### src/hdl/irpp_pkg.sv
`default_nettype none

package irpp_pkg;

  // Default depth of the pattern memory in bytes.
  localparam int unsigned PATTERN_DEPTH_DEFAULT = 256;

  // The pulse-length table always has sixteen entries.
  localparam int unsigned PULSE_ENTRIES = 16;
  localparam int unsigned PULSE_AW      = $clog2(PULSE_ENTRIES);

  // Field widths.
  localparam int unsigned CMD_W   = 3;
  localparam int unsigned ADDR_W  = 8;
  localparam int unsigned VALUE_W = 16;
  localparam int unsigned BYTE_W  = 8;
  localparam int unsigned DUR_W   = 16;
  localparam int unsigned CFG_IW  = 3;
  localparam int unsigned CFG_DW  = 8;

  // Input commands.
  typedef enum logic [CMD_W-1:0] {
    CMD_TICK          = 3'd0,
    CMD_START         = 3'd1,
    CMD_STOP          = 3'd2,
    CMD_WRITE_PULSE   = 3'd3,
    CMD_WRITE_PATTERN = 3'd4
  } cmd_t;

  // Configuration register indexes.
  typedef enum logic [CFG_IW-1:0] {
    CFG_OFFSET_FIRST  = 3'd0,
    CFG_OFFSET_REPEAT = 3'd1,
    CFG_OFFSET_FINAL  = 3'd2,
    CFG_LENGTH_FIRST  = 3'd3,
    CFG_LENGTH_REPEAT = 3'd4,
    CFG_LENGTH_FINAL  = 3'd5
  } cfg_idx_t;

  // Playback phase.
  typedef enum logic [1:0] {
    PH_IDLE  = 2'd0,
    PH_MARK  = 2'd1,
    PH_SPACE = 2'd2
  } phase_t;

  // Pattern parts.
  localparam logic [1:0] PART_FIRST  = 2'd0;
  localparam logic [1:0] PART_REPEAT = 2'd1;
  localparam logic [1:0] PART_FINAL  = 2'd2;

  // Per-item information that travels down the pipeline with the item.
  typedef struct packed {
    logic has_dur;  // a mark or space is emitted, duration comes from the table
    logic carrier;  // the emitted interval is a mark
    logic busy;     // playback is active after this item
  } step_t;

endpackage

`default_nettype wire

### src/hdl/ir_pulse_pattern_player.sv
`default_nettype none

// Infrared raw-pattern player. Each accepted transaction (tick, start, stop,
// pulse-table write or pattern write) returns exactly one result after the
// pattern memory read followed by the pulse-table read, each a synchronous
// memory with registered data. One transaction is accepted every clock
// cycle unless in_stall holds it while a result waits under out_stall. A
// tick emits the next mark (carrier_on high) or space with its duration from
// the pulse table; other commands return carrier_on low and duration zero.
// busy_res reports whether a pattern is playing after the transaction.
// Configuration registers are written through the cfg port, which is always
// ready, and should only be written while no transaction is in flight.
// Tables are not cleared at reset and must be written before being played.
module ir_pulse_pattern_player #(
  parameter int unsigned PATTERN_DEPTH = irpp_pkg::PATTERN_DEPTH_DEFAULT
) (
  input  wire logic                          clk,
  input  wire logic                          rst,
  input  wire logic                          in_valid,
  output logic                               in_stall,
  input  wire logic [irpp_pkg::CMD_W-1:0]    command,
  input  wire logic [irpp_pkg::ADDR_W-1:0]   address,
  input  wire logic [irpp_pkg::VALUE_W-1:0]  value,
  output logic                               out_valid,
  input  wire logic                          out_stall,
  output logic                               carrier_on,
  output logic [irpp_pkg::DUR_W-1:0]         duration,
  output logic                               busy_res,
  input  wire logic                          cfg_valid,
  output logic                               cfg_ready,
  input  wire logic [irpp_pkg::CFG_IW-1:0]   cfg_index,
  input  wire logic [irpp_pkg::CFG_DW-1:0]   cfg_data
);

  localparam int unsigned AW = $clog2(PATTERN_DEPTH);

  logic            accept;
  irpp_pkg::step_t step;
  logic [AW-1:0]   rd_addr;

  assign cfg_ready = 1'b1;

  // Playback sequencer.
  irpp_ctrl #(
    .PATTERN_DEPTH(PATTERN_DEPTH)
  ) u_ctrl (
    .clk       (clk),
    .rst       (rst),
    .step_en   (accept),
    .command   (command),
    .cfg_we    (cfg_valid && cfg_ready),
    .cfg_index (cfg_index),
    .cfg_data  (cfg_data),
    .step      (step),
    .rd_addr   (rd_addr)
  );

  // Memory lookup pipeline and output register.
  irpp_datapath #(
    .PATTERN_DEPTH(PATTERN_DEPTH)
  ) u_datapath (
    .clk        (clk),
    .rst        (rst),
    .in_valid   (in_valid),
    .in_stall   (in_stall),
    .accept     (accept),
    .command    (command),
    .address    (address),
    .value      (value),
    .step       (step),
    .rd_addr    (rd_addr),
    .out_valid  (out_valid),
    .out_stall  (out_stall),
    .carrier_on (carrier_on),
    .duration   (duration),
    .busy_res   (busy_res)
  );

endmodule

`default_nettype wire

### src/hdl/irpp_ctrl.sv
`default_nettype none

// Playback sequencer: configuration registers, phase, part, position and
// flags. It updates once per accepted transaction and issues the pattern
// memory read address for that transaction.
module irpp_ctrl #(
  parameter int unsigned PATTERN_DEPTH = irpp_pkg::PATTERN_DEPTH_DEFAULT,
  localparam int unsigned AW = $clog2(PATTERN_DEPTH)
) (
  input  wire logic                          clk,
  input  wire logic                          rst,
  input  wire logic                          step_en,
  input  wire logic [irpp_pkg::CMD_W-1:0]    command,
  input  wire logic                          cfg_we,
  input  wire logic [irpp_pkg::CFG_IW-1:0]   cfg_index,
  input  wire logic [irpp_pkg::CFG_DW-1:0]   cfg_data,
  output irpp_pkg::step_t                    step,
  output logic [AW-1:0]                      rd_addr
);

  localparam int unsigned SW = (AW > 9) ? AW : 9;

  logic [7:0] offset_first, offset_repeat, offset_final;
  logic [7:0] length_first, length_repeat, length_final;

  irpp_pkg::phase_t phase, phase_next;
  logic [1:0]       active_part, active_part_next;
  logic [7:0]       position, position_next;
  logic             repeat_flag, repeat_flag_next;
  logic             stop_pending, stop_pending_next;

  logic [7:0]    cur_offset;
  logic [7:0]    cur_length;
  logic [8:0]    pos_inc;
  logic [SW-1:0] addr_sum;
  logic          final_differs;

  // Configuration writes.
  always_ff @(posedge clk) begin
    if (rst) begin
      offset_first  <= '0;
      offset_repeat <= '0;
      offset_final  <= '0;
      length_first  <= '0;
      length_repeat <= '0;
      length_final  <= '0;
    end else if (cfg_we) begin
      case (irpp_pkg::cfg_idx_t'(cfg_index))
        irpp_pkg::CFG_OFFSET_FIRST:  offset_first  <= cfg_data;
        irpp_pkg::CFG_OFFSET_REPEAT: offset_repeat <= cfg_data;
        irpp_pkg::CFG_OFFSET_FINAL:  offset_final  <= cfg_data;
        irpp_pkg::CFG_LENGTH_FIRST:  length_first  <= cfg_data;
        irpp_pkg::CFG_LENGTH_REPEAT: length_repeat <= cfg_data;
        irpp_pkg::CFG_LENGTH_FINAL:  length_final  <= cfg_data;
        default: ;
      endcase
    end
  end

  // Offset and length of the part being played.
  always_comb begin
    case (active_part)
      irpp_pkg::PART_FIRST: begin
        cur_offset = offset_first;
        cur_length = length_first;
      end
      irpp_pkg::PART_REPEAT: begin
        cur_offset = offset_repeat;
        cur_length = length_repeat;
      end
      default: begin
        cur_offset = offset_final;
        cur_length = length_final;
      end
    endcase
  end

  assign pos_inc       = {1'b0, position} + 9'd1;
  assign final_differs = (offset_repeat != offset_final);

  // Next-state logic of the sequencer.
  always_comb begin
    phase_next        = phase;
    active_part_next  = active_part;
    position_next     = position;
    repeat_flag_next  = repeat_flag;
    stop_pending_next = stop_pending;
    case (irpp_pkg::cmd_t'(command))
      irpp_pkg::CMD_TICK: begin
        case (phase)
          irpp_pkg::PH_MARK: begin
            phase_next = irpp_pkg::PH_SPACE;
          end
          irpp_pkg::PH_SPACE: begin
            if (pos_inc >= {1'b0, cur_length}) begin
              position_next = '0;
              if (repeat_flag) begin
                phase_next       = irpp_pkg::PH_MARK;
                active_part_next = irpp_pkg::PART_REPEAT;
              end else if (stop_pending) begin
                // The stop part follows at once when its offset is distinct.
                stop_pending_next = 1'b0;
                active_part_next  = irpp_pkg::PART_FINAL;
                phase_next = final_differs ? irpp_pkg::PH_MARK : irpp_pkg::PH_IDLE;
              end else begin
                phase_next = irpp_pkg::PH_IDLE;
              end
            end else begin
              position_next = pos_inc[7:0];
              phase_next    = irpp_pkg::PH_MARK;
            end
          end
          default: begin
            phase_next = irpp_pkg::PH_IDLE;
          end
        endcase
      end
      irpp_pkg::CMD_START: begin
        active_part_next  = irpp_pkg::PART_FIRST;
        repeat_flag_next  = 1'b1;
        stop_pending_next = 1'b0;
        if (phase != irpp_pkg::PH_MARK && phase != irpp_pkg::PH_SPACE) begin
          position_next = '0;
          phase_next    = irpp_pkg::PH_MARK;
        end
      end
      irpp_pkg::CMD_STOP: begin
        repeat_flag_next = 1'b0;
        if (phase != irpp_pkg::PH_MARK && phase != irpp_pkg::PH_SPACE) begin
          active_part_next = irpp_pkg::PART_FINAL;
          position_next    = '0;
          phase_next = final_differs ? irpp_pkg::PH_MARK : irpp_pkg::PH_IDLE;
        end else if (active_part != irpp_pkg::PART_FINAL) begin
          stop_pending_next = 1'b1;
        end
      end
      default: begin
        // Table writes and unused codes leave playback alone.
        if (phase != irpp_pkg::PH_MARK && phase != irpp_pkg::PH_SPACE) begin
          phase_next = irpp_pkg::PH_IDLE;
        end
      end
    endcase
  end

  // Per-item outputs toward the datapath.
  always_comb begin
    step.has_dur = (irpp_pkg::cmd_t'(command) == irpp_pkg::CMD_TICK) &&
                   (phase == irpp_pkg::PH_MARK || phase == irpp_pkg::PH_SPACE);
    step.carrier = (irpp_pkg::cmd_t'(command) == irpp_pkg::CMD_TICK) &&
                   (phase == irpp_pkg::PH_MARK);
    step.busy    = (phase_next != irpp_pkg::PH_IDLE);
    addr_sum     = SW'(cur_offset) + SW'(position);
    rd_addr      = addr_sum[AW-1:0];
  end

  // Sequencer state registers.
  always_ff @(posedge clk) begin
    if (rst) begin
      phase        <= irpp_pkg::PH_IDLE;
      active_part  <= irpp_pkg::PART_FIRST;
      position     <= '0;
      repeat_flag  <= 1'b0;
      stop_pending <= 1'b0;
    end else if (step_en) begin
      phase        <= phase_next;
      active_part  <= active_part_next;
      position     <= position_next;
      repeat_flag  <= repeat_flag_next;
      stop_pending <= stop_pending_next;
    end
  end

endmodule

`default_nettype wire

### src/hdl/irpp_datapath.sv
`default_nettype none

// Two-stage lookup datapath. Stage one reads the pattern memory, stage two
// reads the pulse-length table into the output register. Each stage holds
// its item until the next one is free.
module irpp_datapath #(
  parameter int unsigned PATTERN_DEPTH = irpp_pkg::PATTERN_DEPTH_DEFAULT,
  localparam int unsigned AW = $clog2(PATTERN_DEPTH)
) (
  input  wire logic                          clk,
  input  wire logic                          rst,
  input  wire logic                          in_valid,
  output logic                               in_stall,
  output logic                               accept,
  input  wire logic [irpp_pkg::CMD_W-1:0]    command,
  input  wire logic [irpp_pkg::ADDR_W-1:0]   address,
  input  wire logic [irpp_pkg::VALUE_W-1:0]  value,
  input  wire irpp_pkg::step_t               step,
  input  wire logic [AW-1:0]                 rd_addr,
  output logic                               out_valid,
  input  wire logic                          out_stall,
  output logic                               carrier_on,
  output logic [irpp_pkg::DUR_W-1:0]         duration,
  output logic                               busy_res
);

  localparam int unsigned SW = (AW > 9) ? AW : 9;

  logic [irpp_pkg::BYTE_W-1:0] pattern_mem [PATTERN_DEPTH];
  logic [irpp_pkg::DUR_W-1:0]  pulse_mem   [irpp_pkg::PULSE_ENTRIES];

  logic                        s1_valid;
  irpp_pkg::step_t             s1_info;
  logic [irpp_pkg::BYTE_W-1:0] s1_byte;
  irpp_pkg::step_t             s2_info;
  logic [irpp_pkg::DUR_W-1:0]  s2_dur;

  logic                        s2_free;
  logic                        s1_adv;
  logic [SW-1:0]               wr_ext;
  logic [AW-1:0]               wr_addr;
  logic [irpp_pkg::PULSE_AW-1:0] pulse_idx;

  // Handshake: each stage moves when the one after it is free.
  assign s2_free  = !out_valid || !out_stall;
  assign s1_adv   = s1_valid && s2_free;
  assign in_stall = s1_valid && !s2_free;
  assign accept   = in_valid && !in_stall;

  assign wr_ext  = SW'(address);
  assign wr_addr = wr_ext[AW-1:0];

  // Mark uses the high nibble of the pattern byte, space the low nibble.
  assign pulse_idx = s1_info.carrier ? s1_byte[7:4] : s1_byte[3:0];

  // Pattern memory: written and read at transaction acceptance.
  always_ff @(posedge clk) begin
    if (accept) begin
      if (irpp_pkg::cmd_t'(command) == irpp_pkg::CMD_WRITE_PATTERN) begin
        pattern_mem[wr_addr] <= value[irpp_pkg::BYTE_W-1:0];
      end
      s1_byte <= pattern_mem[rd_addr];
      s1_info <= step;
    end
  end

  // Pulse table: written at acceptance, read as stage one moves on.
  always_ff @(posedge clk) begin
    if (accept && irpp_pkg::cmd_t'(command) == irpp_pkg::CMD_WRITE_PULSE) begin
      pulse_mem[address[irpp_pkg::PULSE_AW-1:0]] <= value;
    end
    if (s1_adv) begin
      s2_dur  <= pulse_mem[pulse_idx];
      s2_info <= s1_info;
    end
  end

  // Stage valid flags.
  always_ff @(posedge clk) begin
    if (rst) begin
      s1_valid  <= 1'b0;
      out_valid <= 1'b0;
    end else begin
      if (accept) begin
        s1_valid <= 1'b1;
      end else if (s1_adv) begin
        s1_valid <= 1'b0;
      end
      if (s1_adv) begin
        out_valid <= 1'b1;
      end else if (!out_stall) begin
        out_valid <= 1'b0;
      end
    end
  end

  // Result fields.
  assign carrier_on = s2_info.carrier;
  assign busy_res   = s2_info.busy;
  assign duration   = s2_info.has_dur ? s2_dur : '0;

endmodule

`default_nettype wire

### config.mk
export PLATFORM = sky130hd
export DESIGN_NAME = ir_pulse_pattern_player
export DESIGN_NICKNAME = d
export VERILOG_FILES = /design/src/hdl/irpp_pkg.sv /design/src/hdl/ir_pulse_pattern_player.sv /design/src/hdl/irpp_ctrl.sv /design/src/hdl/irpp_datapath.sv
export SDC_FILE = /design/constraint.sdc
export NUM_CORES = 2
export LEC_CHECK = 0
export BUFFER_PORTS_ARGS = -buffer_cell sky130_fd_sc_hd__buf_4
export CORE_AREA = 4 4 417 419
export CTS_BUF_LIST = sky130_fd_sc_hd__clkbuf_4 sky130_fd_sc_hd__clkbuf_8 sky130_fd_sc_hd__clkbuf_16
export CTS_CLUSTER_SIZE = 16
export DETAILED_ROUTE_END_ITERATION = 8
export DIE_AREA = 0 0 421 423
export PLACE_DENSITY = 0.77
export SLEW_MARGIN = 10
export SYNTH_ARGS = -nofsm -noshare
export SYNTH_HDL_FRONTEND = slang
export SYNTH_HIERARCHICAL = 1
export SYNTH_SLANG_ARGS = --single-unit
### constraint.sdc
create_clock -name clk -period 12.3 [get_ports clk]
set_clock_uncertainty 0.15 [all_clocks]
set_input_delay 3.075 -clock clk [delete_from_list [all_inputs] [get_ports clk]]
set_output_delay 3.075 -clock clk [all_outputs]
set_load 0.02 [all_outputs]
# == Word-level counts from Yosys, hierarchy flattened ==
# Memories as Yosys holds them, arrays and structs flattened. A register that Yosys moved wholly into a read port is not among the register bits.
# Cells that the tools add are included.
# classes
n_eq_ne,25
add_sub_neg,2
n_reduce_logical,32
magnitude_cmp,1
mux,39
# ops
operator,n
8-bit case mux with 2 select lines,3
8-bit two-way mux,3
2-bit two-way mux,11
16-bit two-way mux,1
1-bit two-way mux,15
2-bit AND reduction,7
3-bit by 2-bit equality test with 1-bit output (second input constant),4
2-bit by 1-bit inequality test with 1-bit output (second input constant),6
2-bit case mux with 3 select lines,2
2-bit inequality test (second input constant),5
8-bit by 1-bit adder with 9-bit output (second input constant),1
3-bit equality test (second input constant),3
9-bit by 8-bit greater-or-equal comparator with 1-bit output,1
8-bit adder,1
8-bit inequality test,1
2-bit nonzero test,4
1-bit logical AND,7
7-bit AND reduction,1
3-bit by 1-bit equality test with 1-bit output (second input constant),2
3-bit logical NOT,2
6-bit AND reduction,1
2-bit by 1-bit equality test with 1-bit output (second input constant),2
1-bit logical NOT,4
4-bit two-way mux,1
other kinds (10),11
# word_totals
n_memories,2
wordCells,120
input_bits,43
out_inout_bits,21
regBits,70
ram_bits,2304
# mem_list
memory,words,width,read_ports,rd_clocked_by_memory_dff,write_ports,line_no,text
u_datapath.pattern_mem,256,8,1,1,1,irpp_datapath.sv:29,logic [irpp_pkg::BYTE_W-1:0] pattern_mem [PATTERN_DEPTH];
u_datapath.pulse_mem,16,16,1,1,1,irpp_datapath.sv:30,logic [irpp_pkg::DUR_W-1:0] pulse_mem [irpp_pkg::PULSE_ENTRIES];

# == Depth between registers and ports, before layout ==
# depth
depth_word,9
ltp_mapped,19
depth_no_buf,16

# == Modules after synthesis ==
# The synthesis kept the hierarchy.
# by_module_without_submodules
module,area_each_um2,cells_per_inst,seq_area_each_um2,n_inst
irpp_datapath,89874.9,4255,70127.3,1
irpp_ctrl,3450.8,447,1241.2,1
ir_pulse_pattern_player,11.3,2,0.0,1

# == Worst setup path after synthesis ==
# Ideal clock, no wire load.
# synth_path
kind,input to output
startpoint,input out_stall
endpoint,output in_stall
path_slack_ps,5735
cell_stages,2
n_path_buf,0
t_required_ps,9075
t_arrival_ps,3340
cell_sequence,nand3_1 > inv_1
# synth_between
elab_chain_cells,4
# synth_rtl
item,line_no,text
from (decl),ir_pulse_pattern_player.sv:25,"input wire logic out_stall,"
1-bit logical NOT,irpp_datapath.sv:45,assign s2_free = !out_valid || !out_stall;
1-bit logical OR,irpp_datapath.sv:45,
1-bit logical NOT,irpp_datapath.sv:47,assign in_stall = s1_valid && !s2_free;
1-bit logical AND,irpp_datapath.sv:47,
to (decl),ir_pulse_pattern_player.sv:20,"output logic in_stall,"
# No other way between the ends.

# == Final worst setup path ==
# Same ends and word-level chain as after synthesis.

==> results.cfg <==
[run_status]
status = complete, no violations

[power]
max-vdd-ir-drop_uv = 128.2
power_leakage_nw = 31.14
pwr_density_cell_mw_per_mm2 = 159.2

[synth]
synth_area_per_cell_sq_um = 19.84
ys.flop_type = edfxtp_1
async_reset_ff_share_pct = 0
synth_edf_count = 2334
synthCells = 4704
ys_seq_area_share_pct = 76.46
syn_nets = 4767
ys_types = 68
synth_seq_cells = 2398
synth_area_sq_mm = 0.09334
yosys_warnings = 6

[floorplan]
fp.dieArea_sq_mm = 0.1781
io_pins = 64
num_rows = 152
die_width_um = 421
coreArea_sq_mm = 0.1706
initial_utilization_pct = 54.71
die-height_um = 423

[cells_and_area]
synthToLayoutAreaGrowth_pct = 10.98
nFillCells = 11270
seqCellArea_sq_mm = 0.07137
final_nets = 4873
layout-drive-gt1-share_pct = 21.09
antennaDiodeCount = 0
final_cell_mix = edfxtp_1 (2334), mux4_2 (497), nor2_1 (322), clkbuf_16 (224), nand2_1 (200)
multi_input_area_sq_mm = 0.02067
layout_commonest_cell = edfxtp_1

[clock_tree]
htree_num_levels = 4
clkTransAtPathRegs_ns = 0.06
ctsResizeCount = 0
clkLatencyLatePin_ns = 0.85
cts_setup_buffers = 0
cts_root_buf = clkbuf_16
clock_path_buffers = 3
postCtsHoldBufs = 0
numCtsBuffers = 222
tritoncts = yes
clkSinkCount = 2398

[detailed_routing]
totalWireLength_um = 223900
viasPerCell = 6.694
drt_iter0_drc = 6982
remaining_drc_errors = 0
drt_first_pass_iters = 7
wl_per_cell_um = 30.91
drtAntennaViolNets = 0
vias = 48470

[placement]
hpwl_um = 129000
io_buffers = 62
post-place-ws_ns = 5.295
gp_congestion = 0.8848

[worst_setup_path]
r2r.worst_path.cells = 12
end_kind = output pin
crit_required_ns = 9.07
r2r_slack_ns = 5.71
crit_fanout = 3
cp.arrival_ns = 3.60
startpoint_type = input port
worstSetupPathType = in -> out

[timing]
setup_violations = 0
period_share_pct = 55.50
worst_slack_ns = 5.473
hold_viol = 0
tightest_slew_ns = 1.248
rsz0062_at_grt = false
finalCriticalPeriod_ns = 6.827
fmax_ghz = 0.1465
maxSlewHeadroom_pct = 16.02
setup_tns_ns = 0
maxSlewViolCount = 0

[grt]
grt_pass1_vias = 47820
grt_antenna_before_repair = 0
grt-ovfl-total = 0
grt_use_total_pct = 25.01
grt_start_max_net_pins = 143
grt_pass1_wl_um = 330500

[hold_path]
whs_path_depth = 0
hold_path_class = reg -> reg

[flow_run]
max_cap_viol_count = 0
## cell usage after synthesis, types with 5 or more instances
cell type / count / area [sq um]
edfxtp_1: 2334 / 70090
mux4_2: 497 / 11190
nor2_1: 325 / 1220
nand2_1: 200 / 750.7
a21oi_1: 172 / 860.8
a22oi_1: 169 / 1269
mux2i_1: 156 / 1562
clkbuf_1: 124 / 465.5
dfxtp_1: 64 / 1281
buf_2: 61 / 305.3
o21ai_0: 53 / 265.3
buf_4: 42 / 315.3
and2_1: 37 / 231.5
o221ai_1: 35 / 306.5
nor3_1: 32 / 160.2
o22ai_1: 31 / 193.9
a211oi_1: 30 / 225.2
buf_6: 27 / 304.0
a31oi_1: 26 / 162.7
a221oi_1: 24 / 210.2
nand3_1: 22 / 110.1
nor2b_1: 21 / 131.4
ha_1: 19 / 237.7
nor4_1: 19 / 118.9
xnor2_1: 18 / 157.7
nand2b_1: 14 / 87.58
o21ai_1: 14 / 70.07
a22o_1: 13 / 113.9
buf_1: 13 / 48.80
a21boi_0: 12 / 90.09
inv_1: 11 / 41.29
a221o_1: 7 / 70.07
nand4_1: 7 / 43.79
a21o_1: 6 / 45.04
and2_0: 5 / 31.28
## power by group
group,switching [mW],internal (mW)
sequential,0.0109,8.98
clock,2.98,3.92
combinational,0.408,0.188
total,3.40,13.1
## state kept, by name (all words and copies together) (netlist names), 2 cells and up
register	cells
u_datapath/pulse_mem	256
u_ctrl/length_first	8
u_datapath/s1_info	3
u_ctrl/length_final	8
u_ctrl/active_part	2
u_ctrl/phase	2
u_datapath/pattern_mem	2048
u_ctrl/position	8
u_ctrl/offset_repeat	8
u_datapath/s2_dur	16
u_ctrl/offset_first	8
u_ctrl/length_repeat	8
u_datapath/s1_byte	8
u_ctrl/offset_final	8
## metal layers
metal	track usage, %	vias up	share of wire, %
met1	35.35	25120	37
met2	39.24	3312	48
met5	0	-	0
met3	5.407	482	11
met4	8.653	0	3.8
li1	-	19560	-
## cell families after synthesis
| family | count (synthesis) | share of synthesized area (%) |
|---|---|---|
| muxes | 658 | 13.73 |
| and+or+nand+nor | 708 | 3.304 |
| xor gates and xnor gates | 21 | 0.1971 |
| AOI/OAI and AO/OA | 617 | 4.405 |
| DFF | 2398 | 76.46 |
| adders and majority gates | 20 | 0.2761 |
| buffers and inverters | 281 | 1.622 |
| other | 1 | 0.004018 |
## per-stage QoR
step | hold slack (ns) | total power, mW | cell area [sq um] | instances | utilization (%)
final | 0.2689 | 16.49 | 103600 | 7241 | 60.72
after detailed placement | 0.2545 | 9.756 | 96120 | 6819 | 56.35
after CTS | 0.2695 | 16.57 | 103600 | 7241 | 60.72
after global routing | 0.2917 | 16.99 | 103600 | 7241 | 60.72
after floorplan | 0.2503 | 9.468 | 93340 | 4704 | -
after global placement | 0.2579 | 9.743 | 96110 | 6819 | 56.34
## path summary, 6_finish.rpt
kind / from / to
max reg2reg: u_ctrl/active_part[0] / u_datapath/s1_byte[3]
max: out_stall / in_stall
min reg2reg: u_datapath/s1_info[2] / u_datapath/s2_info[2]
min: u_datapath/s1_info[2] / u_datapath/s2_info[2]
## critical path: stages
cell,delay (ns)
buf_4,0.10
nand3_1,0.12
inv_1,0.15
buf_4,0.16
## cell type report
type / count / area share [%]
multi-input combinational: 2025 / 19.96
timing repair buffer: 151 / 1.201
inverter: 12 / 0.04348
tap: 2233 / 2.697
clock buffer: 283 / 5.863
sequential: 2398 / 68.90
clock inverter: 139 / 1.343
Note: power is estimated with default switching activity, not from simulation.
